**src/rtl/signed_int_to_decimal_ascii_unit_defines.svh**
```systemverilog
// signed_int_to_decimal_ascii_unit_defines.svh
// assertion macros shared by the rtl files, no dependencies
`ifndef SIGNED_INT_TO_DECIMAL_ASCII_UNIT_DEFINES_SVH
`define SIGNED_INT_TO_DECIMAL_ASCII_UNIT_DEFINES_SVH

// same-cycle implication, disabled while reset is low
`define ITOA_ASSERT_IMPL(label, clk, rst_n, ante, cons) \
    label: assert property (@(posedge clk) disable iff (!rst_n) (ante) |-> (cons)) \
        else $error("itoa assertion failed");

// next-cycle implication, disabled while reset is low
`define ITOA_ASSERT_NEXT(label, clk, rst_n, ante, cons) \
    label: assert property (@(posedge clk) disable iff (!rst_n) (ante) |=> (cons)) \
        else $error("itoa assertion failed");

`endif

```
**src/rtl/itoa_pkg.sv**
```systemverilog
// itoa_pkg.sv
// types and constants for the integer to decimal text unit
// no dependencies
package itoa_pkg;

    localparam logic [6:0] ASCII_ZERO  = 7'd48;
    localparam logic [6:0] ASCII_MINUS = 7'd45;

    typedef enum logic [2:0] {
        S_IDLE,
        S_CONV,
        S_SKIP,
        S_SIGN,
        S_EMIT
    } t_state;

    // commands from the sequencer to the bcd unit
    typedef struct packed {
        logic load;
        logic step;
        logic shift_digit;
    } t_bcd_ctl;

endpackage

```
**src/rtl/itoa_bcd_unit.sv**
```systemverilog
// itoa_bcd_unit.sv
// shared shift / add-3 unit: binary magnitude to bcd, then digit shift-out
// depends on itoa_pkg
module itoa_bcd_unit #(
    parameter int VALUE_WIDTH = 32,
    parameter int NUM_DIGITS  = 10
) (
    input  logic                     i_clk,
    input  itoa_pkg::t_bcd_ctl       i_ctl,
    input  logic [VALUE_WIDTH-1:0]   i_load_value,
    output logic [3:0]               o_top_digit
);
    import itoa_pkg::*;

    localparam int BCD_W = 4 * NUM_DIGITS;

    logic [VALUE_WIDTH-1:0] r_bin;
    logic [VALUE_WIDTH-1:0] n_bin;
    logic [BCD_W-1:0]       r_bcd;
    logic [BCD_W-1:0]       n_bcd;
    logic [BCD_W-1:0]       adj_bcd;

    // add 3 to every digit of 5 or more
    always_comb begin
        for (int i = 0; i < NUM_DIGITS; i++) begin
            if (r_bcd[4*i +: 4] >= 4'd5) begin
                adj_bcd[4*i +: 4] = r_bcd[4*i +: 4] + 4'd3;
            end else begin
                adj_bcd[4*i +: 4] = r_bcd[4*i +: 4];
            end
        end
    end

    // load, dabble step or digit shift
    always_comb begin
        n_bin = r_bin;
        n_bcd = r_bcd;
        if (i_ctl.load) begin
            n_bin = i_load_value;
            n_bcd = '0;
        end else if (i_ctl.step) begin
            n_bcd = {adj_bcd[BCD_W-2:0], r_bin[VALUE_WIDTH-1]};
            n_bin = {r_bin[VALUE_WIDTH-2:0], 1'b0};
        end else if (i_ctl.shift_digit) begin
            n_bcd = {r_bcd[BCD_W-5:0], 4'd0};
        end
    end

    // working registers
    always_ff @(posedge i_clk) begin
        r_bin <= n_bin;
        r_bcd <= n_bcd;
    end

    assign o_top_digit = r_bcd[BCD_W-1 -: 4];

endmodule

```
**src/rtl/signed_int_to_decimal_ascii_unit.sv**
```systemverilog
// signed_int_to_decimal_ascii_unit.sv
// top level: sequencer, sign handling and output register around itoa_bcd_unit
// depends on itoa_pkg, itoa_bcd_unit and the assertion macro header
//
//   channel  valid        stall         payload
//   input    i_in_valid   o_in_stall    i_value
//   output   o_out_valid  i_out_stall   o_char_code, o_last
//
// one value takes VALUE_WIDTH shift steps of the bcd unit (32 at default),
// then one digit shift per suppressed leading zero, then the characters;
// a new value is not taken until the sequencer is back in idle after the
// last character, since the single bcd unit holds one value at a time.
// input is taken only in idle; the output register may still hold the last
// character then. output stalls hold the sequencer in sign or emit.
// synchronous active-low reset clears the sequencer and the output valid.
`include "signed_int_to_decimal_ascii_unit_defines.svh"

module signed_int_to_decimal_ascii_unit #(
    parameter int VALUE_WIDTH = 32
) (
    input  logic                   i_clk,
    input  logic                   i_rst_n,
    input  logic                   i_in_valid,
    output logic                   o_in_stall,
    input  logic [VALUE_WIDTH-1:0] i_value,
    output logic                   o_out_valid,
    input  logic                   i_out_stall,
    output logic [6:0]             o_char_code,
    output logic                   o_last
);
    import itoa_pkg::*;

    // decimal digits of 2^(VALUE_WIDTH-1), using 1233/4096 for log10(2)
    localparam int NUM_DIGITS = ((VALUE_WIDTH - 1) * 1233) / 4096 + 1;
    localparam int BIT_CNT_W  = $clog2(VALUE_WIDTH + 1);
    localparam int DIG_CNT_W  = $clog2(NUM_DIGITS + 1);

    t_state                 r_state;
    t_state                 n_state;
    logic [BIT_CNT_W-1:0]   r_bit;
    logic [BIT_CNT_W-1:0]   n_bit;
    logic [DIG_CNT_W-1:0]   r_dig;
    logic [DIG_CNT_W-1:0]   n_dig;
    logic                   r_neg;
    logic                   n_neg;
    logic                   r_out_valid;
    logic                   n_out_valid;
    logic [6:0]             r_char;
    logic [6:0]             n_char;
    logic                   r_last;
    logic                   n_last;

    t_bcd_ctl               bcd_ctl;
    logic [3:0]             top_digit;
    logic [VALUE_WIDTH-1:0] magnitude;
    logic                   in_xfer;
    logic                   out_free;

    // handshake
    assign o_in_stall = (r_state != S_IDLE);
    assign in_xfer    = i_in_valid && !o_in_stall;
    assign out_free   = !r_out_valid || !i_out_stall;

    // unsigned magnitude; most negative value gives 2^(VALUE_WIDTH-1)
    assign magnitude = i_value[VALUE_WIDTH-1] ? VALUE_WIDTH'(~i_value + 1'b1) : i_value;

    itoa_bcd_unit #(
        .VALUE_WIDTH (VALUE_WIDTH),
        .NUM_DIGITS  (NUM_DIGITS)
    ) u_bcd (
        .i_clk        (i_clk),
        .i_ctl        (bcd_ctl),
        .i_load_value (magnitude),
        .o_top_digit  (top_digit)
    );

    // sequencer next state and output register load
    always_comb begin
        n_state     = r_state;
        n_bit       = r_bit;
        n_dig       = r_dig;
        n_neg       = r_neg;
        n_out_valid = r_out_valid && i_out_stall;
        n_char      = r_char;
        n_last      = r_last;
        bcd_ctl     = '0;
        case (r_state)
            S_IDLE: begin
                if (in_xfer) begin
                    bcd_ctl.load = 1'b1;
                    n_neg        = i_value[VALUE_WIDTH-1];
                    n_bit        = BIT_CNT_W'(VALUE_WIDTH);
                    n_state      = S_CONV;
                end
            end
            S_CONV: begin
                bcd_ctl.step = 1'b1;
                n_bit        = r_bit - 1'b1;
                if (r_bit == BIT_CNT_W'(1)) begin
                    n_dig   = DIG_CNT_W'(NUM_DIGITS);
                    n_state = S_SKIP;
                end
            end
            S_SKIP: begin
                if (top_digit == 4'd0 && r_dig > DIG_CNT_W'(1)) begin
                    bcd_ctl.shift_digit = 1'b1;
                    n_dig               = r_dig - 1'b1;
                end else begin
                    n_state = r_neg ? S_SIGN : S_EMIT;
                end
            end
            S_SIGN: begin
                if (out_free) begin
                    n_out_valid = 1'b1;
                    n_char      = ASCII_MINUS;
                    n_last      = 1'b0;
                    n_state     = S_EMIT;
                end
            end
            S_EMIT: begin
                if (out_free) begin
                    n_out_valid         = 1'b1;
                    n_char              = ASCII_ZERO + {3'b000, top_digit};
                    n_last              = (r_dig == DIG_CNT_W'(1));
                    bcd_ctl.shift_digit = 1'b1;
                    n_dig               = r_dig - 1'b1;
                    if (r_dig == DIG_CNT_W'(1)) begin
                        n_state = S_IDLE;
                    end
                end
            end
            default: begin
                n_state = S_IDLE;
            end
        endcase
    end

    // control registers
    always_ff @(posedge i_clk) begin
        if (!i_rst_n) begin
            r_state     <= S_IDLE;
            r_bit       <= '0;
            r_dig       <= '0;
            r_neg       <= 1'b0;
            r_out_valid <= 1'b0;
        end else begin
            r_state     <= n_state;
            r_bit       <= n_bit;
            r_dig       <= n_dig;
            r_neg       <= n_neg;
            r_out_valid <= n_out_valid;
        end
    end

    // output payload
    always_ff @(posedge i_clk) begin
        r_char <= n_char;
        r_last <= n_last;
    end

    assign o_out_valid = r_out_valid;
    assign o_char_code = r_char;
    assign o_last      = r_last;

    // checks
    `ITOA_ASSERT_IMPL(a_char_range, i_clk, i_rst_n, r_out_valid,
        (r_char == ASCII_MINUS || (r_char >= ASCII_ZERO && r_char <= ASCII_ZERO + 7'd9)))
    `ITOA_ASSERT_IMPL(a_sign_not_last, i_clk, i_rst_n,
        (r_out_valid && r_char == ASCII_MINUS), !r_last)
    `ITOA_ASSERT_NEXT(a_accept_starts_conv, i_clk, i_rst_n, in_xfer, (r_state == S_CONV))
    `ITOA_ASSERT_IMPL(a_emit_has_digits, i_clk, i_rst_n, (r_state == S_EMIT),
        (r_dig != '0))

endmodule
```
**config.mk**
```make
export PLATFORM = sky130hd
export DESIGN_NAME = signed_int_to_decimal_ascii_unit
export DESIGN_NICKNAME = d
export VERILOG_FILES = /design/src/rtl/itoa_pkg.sv /design/src/rtl/itoa_bcd_unit.sv /design/src/rtl/signed_int_to_decimal_ascii_unit.sv
export VERILOG_INCLUDE_DIRS = /design/src /design/src/rtl
export SDC_FILE = /design/constraint.sdc
export NUM_CORES = 1
export LEC_CHECK = 0
export ABC_AREA = 1
export CORE_UTILIZATION = 55
export CTS_BUF_LIST = sky130_fd_sc_hd__clkbuf_16
export CTS_CLUSTER_SIZE = 25
export DETAILED_ROUTE_END_ITERATION = 7
export DONT_BUFFER_PORTS = 1
export PLACE_DENSITY = 0.7
export SETUP_SLACK_MARGIN = 0.2
export SLEW_MARGIN = 20
export SYNTH_ARGS = -nofsm -noshare
export SYNTH_HDL_FRONTEND = slang
export SYNTH_HIERARCHICAL = 1
export SYNTH_SLANG_ARGS = --single-unit
```
**constraint.sdc**
```tcl
create_clock -name i_clk -period 2.7 [get_ports i_clk]
set_input_delay 0.405 -clock i_clk [delete_from_list [all_inputs] [get_ports i_clk]]
set_output_delay 0.405 -clock i_clk [all_outputs]
set_load 0.01 [all_outputs]
```
==> impl_metrics.tcl <==
set metrics [dict create \
    synth-simple-area-share 0.318 \
    critPathMaxStageDelay_ns 0.35 \
    diodes 0 \
    wl_per_cell_um 13.2 \
    yosysTopAreaCellShare 0.184 \
    seq_power_share 0.334 \
    endpoint_kind "flop" \
    fin_crit_ns 2.23 \
    crit_path_cell_trace "inv_1 > ha_1 > o21ai_0 > nand3_1 > nand2_1 > inv_1 > nand2_2 > buf_4 > o21ai_0 > nor3_1" \
    switching_power_mw 3.67 \
    synth_top_family_by_area "simple AND/OR/NAND/NOR gates" \
    cts_tree "done" \
    setup_viol_count_final 0 \
    synth_compound_area_frac 0.125 \
    ys_ff_latch 93 \
    max_cap_viol_count 0 \
    place_ws_ns 0.484 \
    dpl.hpwl_um 9860 \
    route.met3.wl_um 670 \
    max_slew.worst_pin.slew_ns 0.556 \
    core_area_mm2 0.0109 \
    maxUsedRoutingLayer "met4" \
    cp-start-kind "flop" \
    crit_buf_inv 3 \
    critical_path_required_ns 2.96 \
    worst_path_max_delay_cell "dfxtp_1" \
    peakVddDrop_mv 0.509 \
    fin_skew_ns 0.0118 \
    drive_gt1_frac 0.0591 \
    worstSetupPathType "reg2reg" \
    synth_cells 924 \
    grt_usage 0.250 \
    grt_max_degree 49 \
    die_area_mm2 0.0117 \
    yosys.cell_types.count 36 \
    slew_headroom 0.630 \
    status "completed" \
    synth_area_mm2 0.00621 \
    die_w_um 108 \
    ant_nets 0 \
    power_mw 8.24 \
    start_util 0.568 \
    synthMuxAreaShare 0 \
    grt.overflow.total 0 \
    port_buffers 0 \
    p_int_mw 4.57 \
    cts_buffer_depth 2 \
    clock_latency_ns 0.35 \
    syn-num-nets 985 \
    r2r_slack_ns 0.47 \
    seq_area_frac_synth 0.361 \
    postRouteWirelength_um 13900 \
    dp.cells 1037 \
    stdcell_count 1053 \
    rsz0062_at_grt "false" \
    clock-sinks 93 \
    synth_area_leader_cell "edfxtp_1" \
    leakage_nw 3.05 \
    final-hold-violation-count 0 \
    async_flop_share 0 \
    synth_ff_type "dfxtp_1" \
    clock.fmax_ghz 0.449 \
    antenna_found_initial 0 \
    yosysWarnings 6 \
    synth_edf_count 38 \
    root_buffer "clkbuf_16" \
    wl_met2_um 6710 \
    pin_count 46 \
    clkSlewWorstSetupHoldPaths_ns 0.06 \
    synthAdderAreaFrac 0.0504 \
    crit_fanout 19 \
    worstHoldPathType "in2reg" \
    die_h_um 108 \
    pwr-share-comb 0.488 \
    nNetsFinal 969 \
    setup_ws_ns 0.474 \
    vias 5689 \
    hold_buffers 0 \
    grt_pass1_wl_um 23300 \
    worstPathArrival_ns 2.49 \
    drcViolationCount 0 \
    fin_util 0.604 \
    ctsResizeCount 0 \
    drt_iter0_drc 396 \
    min_period_over_period 0.824 \
    switching_share 0.446 \
    synth.avg_cell_area_um2 6.72 \
    clkPwrFrac 0.178 \
    syn2layout_area_growth_pct 6.45 \
    ctsHtreeMaxLevel 3 \
    fin_tns_setup_ns 0 \
    synth.area.top_cells "edfxtp_1, dfxtp_1, nand2_1" \
    slew_viol_final 0 \
    first_global_vias 5426 \
    power_density_mw_per_mm2 1250 \
    via_per_inst 5.40 \
    synth-xor-area-share 0.0409 \
    dr.pass1.iters 5 \
    critPathTopFamily "simple AND/OR/NAND/NOR gates" \
    cts_buffers 9 \
    wl_met1_um 6170 \
    gp_congestion 0.890 \
    post_cts_buffers 0 \
    fp-row-count 38 \
]
final timing paths:
| kind | cells after the start | endpoint | from |
|---|---|---|---|
| hold / removal | 2 | o_out_valid | i_rst_n |
| setup reg to reg | 10 | u_bcd/r_bcd[15] | r_dig[0] |
| hold reg to reg | 2 | r_bit[5] | r_bit[5] |
| setup / recovery | 10 | u_bcd/r_bcd[15] | r_dig[0] |
logic make-up after synthesis:
| group | Yosys count |
|---|---|
| AO/OA/AOI/OAI | 150 |
| XOR/XNOR | 29 |
| adder cells (fa/ha/maj) | 25 |
| buffers and inverters | 156 |
| flip-flops | 93 |
| other | 2 |
| AND/OR/NAND/NOR | 469 |
Yosys cell counts, types with 2 or more instances:
master,instances
edfxtp_1,38
o21ai_1,12
clkbuf_1,9
inv_2,7
nand3_1,47
dfxtp_1,55
buf_2,17
xor2_1,21
nor2_4,4
nor2_2,4
nand3_2,4
buf_4,8
o22ai_1,3
inv_1,113
a31oi_1,2
nand4_1,14
a21oi_1,52
nand2_1,285
nor3_1,11
conb_1,2
nand2_2,5
ha_1,25
o211ai_1,2
nor2_1,90
o21ai_0,75
xnor2_1,8
o21ai_2,2
power by group through the flow:
stage | combinational [mW] | sequential (mW) | clock [mW]
after CTS | 4.01 | 2.74 | 1.49
final | 4.02 | 2.75 | 1.46
after floorplan | 3.25 | 2.65 | 0
after global placement | 3.79 | 2.75 | 0
after global routing | 4.61 | 2.84 | 1.54
after detailed placement | 3.98 | 2.77 | 0
worst register-to-register path, cell delays in order, from the launching register on:
cell	delay, ns
dfxtp_1	0.35
inv_1	0.09
ha_1	0.23
o21ai_0	0.22
nand3_1	0.14
nand2_1	0.12
inv_1	0.09
nand2_2	0.31
buf_4	0.30
o21ai_0	0.11
nor3_1	0.21
sequential cells by signal, summed over array words and instances (netlist names):
register / count
o_char_code: 5
r_state: 3
r_dig: 4
u_bcd/r_bcd: 40
o_out_valid: 1
o_last: 1
r_bit: 6
r_neg: 1
u_bcd/r_bin: 32
final cells by class:
type	instances	area [µm²]
clock inverter	7	123
timing repair buffer	8	60.1
tap	140	175
multi-input combinational	675	3320
clock buffer	9	225
inverter	121	457
fill	1095	4330
sequential	93	2240
cells in the final DEF (no fill, tap or decap), types with 2 or more instances in the layout:
master	count
a21oi_1	52
a31oi_1	2
buf_4	8
bufinv_16	3
clkbuf_16	9
clkinvlp_4	2
conb_1	2
dfxtp_1	55
edfxtp_1	38
ha_1	25
inv_1	113
inv_2	7
nand2_1	285
nand2_2	5
nand3_1	47
nand3_2	4
nand4_1	14
nor2_1	90
nor2_2	4
nor2_4	4
nor3_1	11
o211ai_1	2
o21ai_0	75
o21ai_1	12
o21ai_2	2
o22ai_1	3
xnor2_1	8
xor2_1	21
layer usage:
metal  track usage  vias to the layer above
met5             0                        -
met4         0.115                        0
met2         0.439                      147
met3        0.0476                       23
li1              -                     2911
met1         0.292                     2608
per-stage QoR:
step           instance area (µm²)  hold WS [ns]
4_1_cts                       6610         0.155
2_1_floorplan                 6210         0.448
5_1_grt                       6610         0.163
3_3_place_gp                  6260         0.462
3_5_place_dp                  6260         0.470
6_report                      6610         0.165
Power figures use the tool's default switching activity.
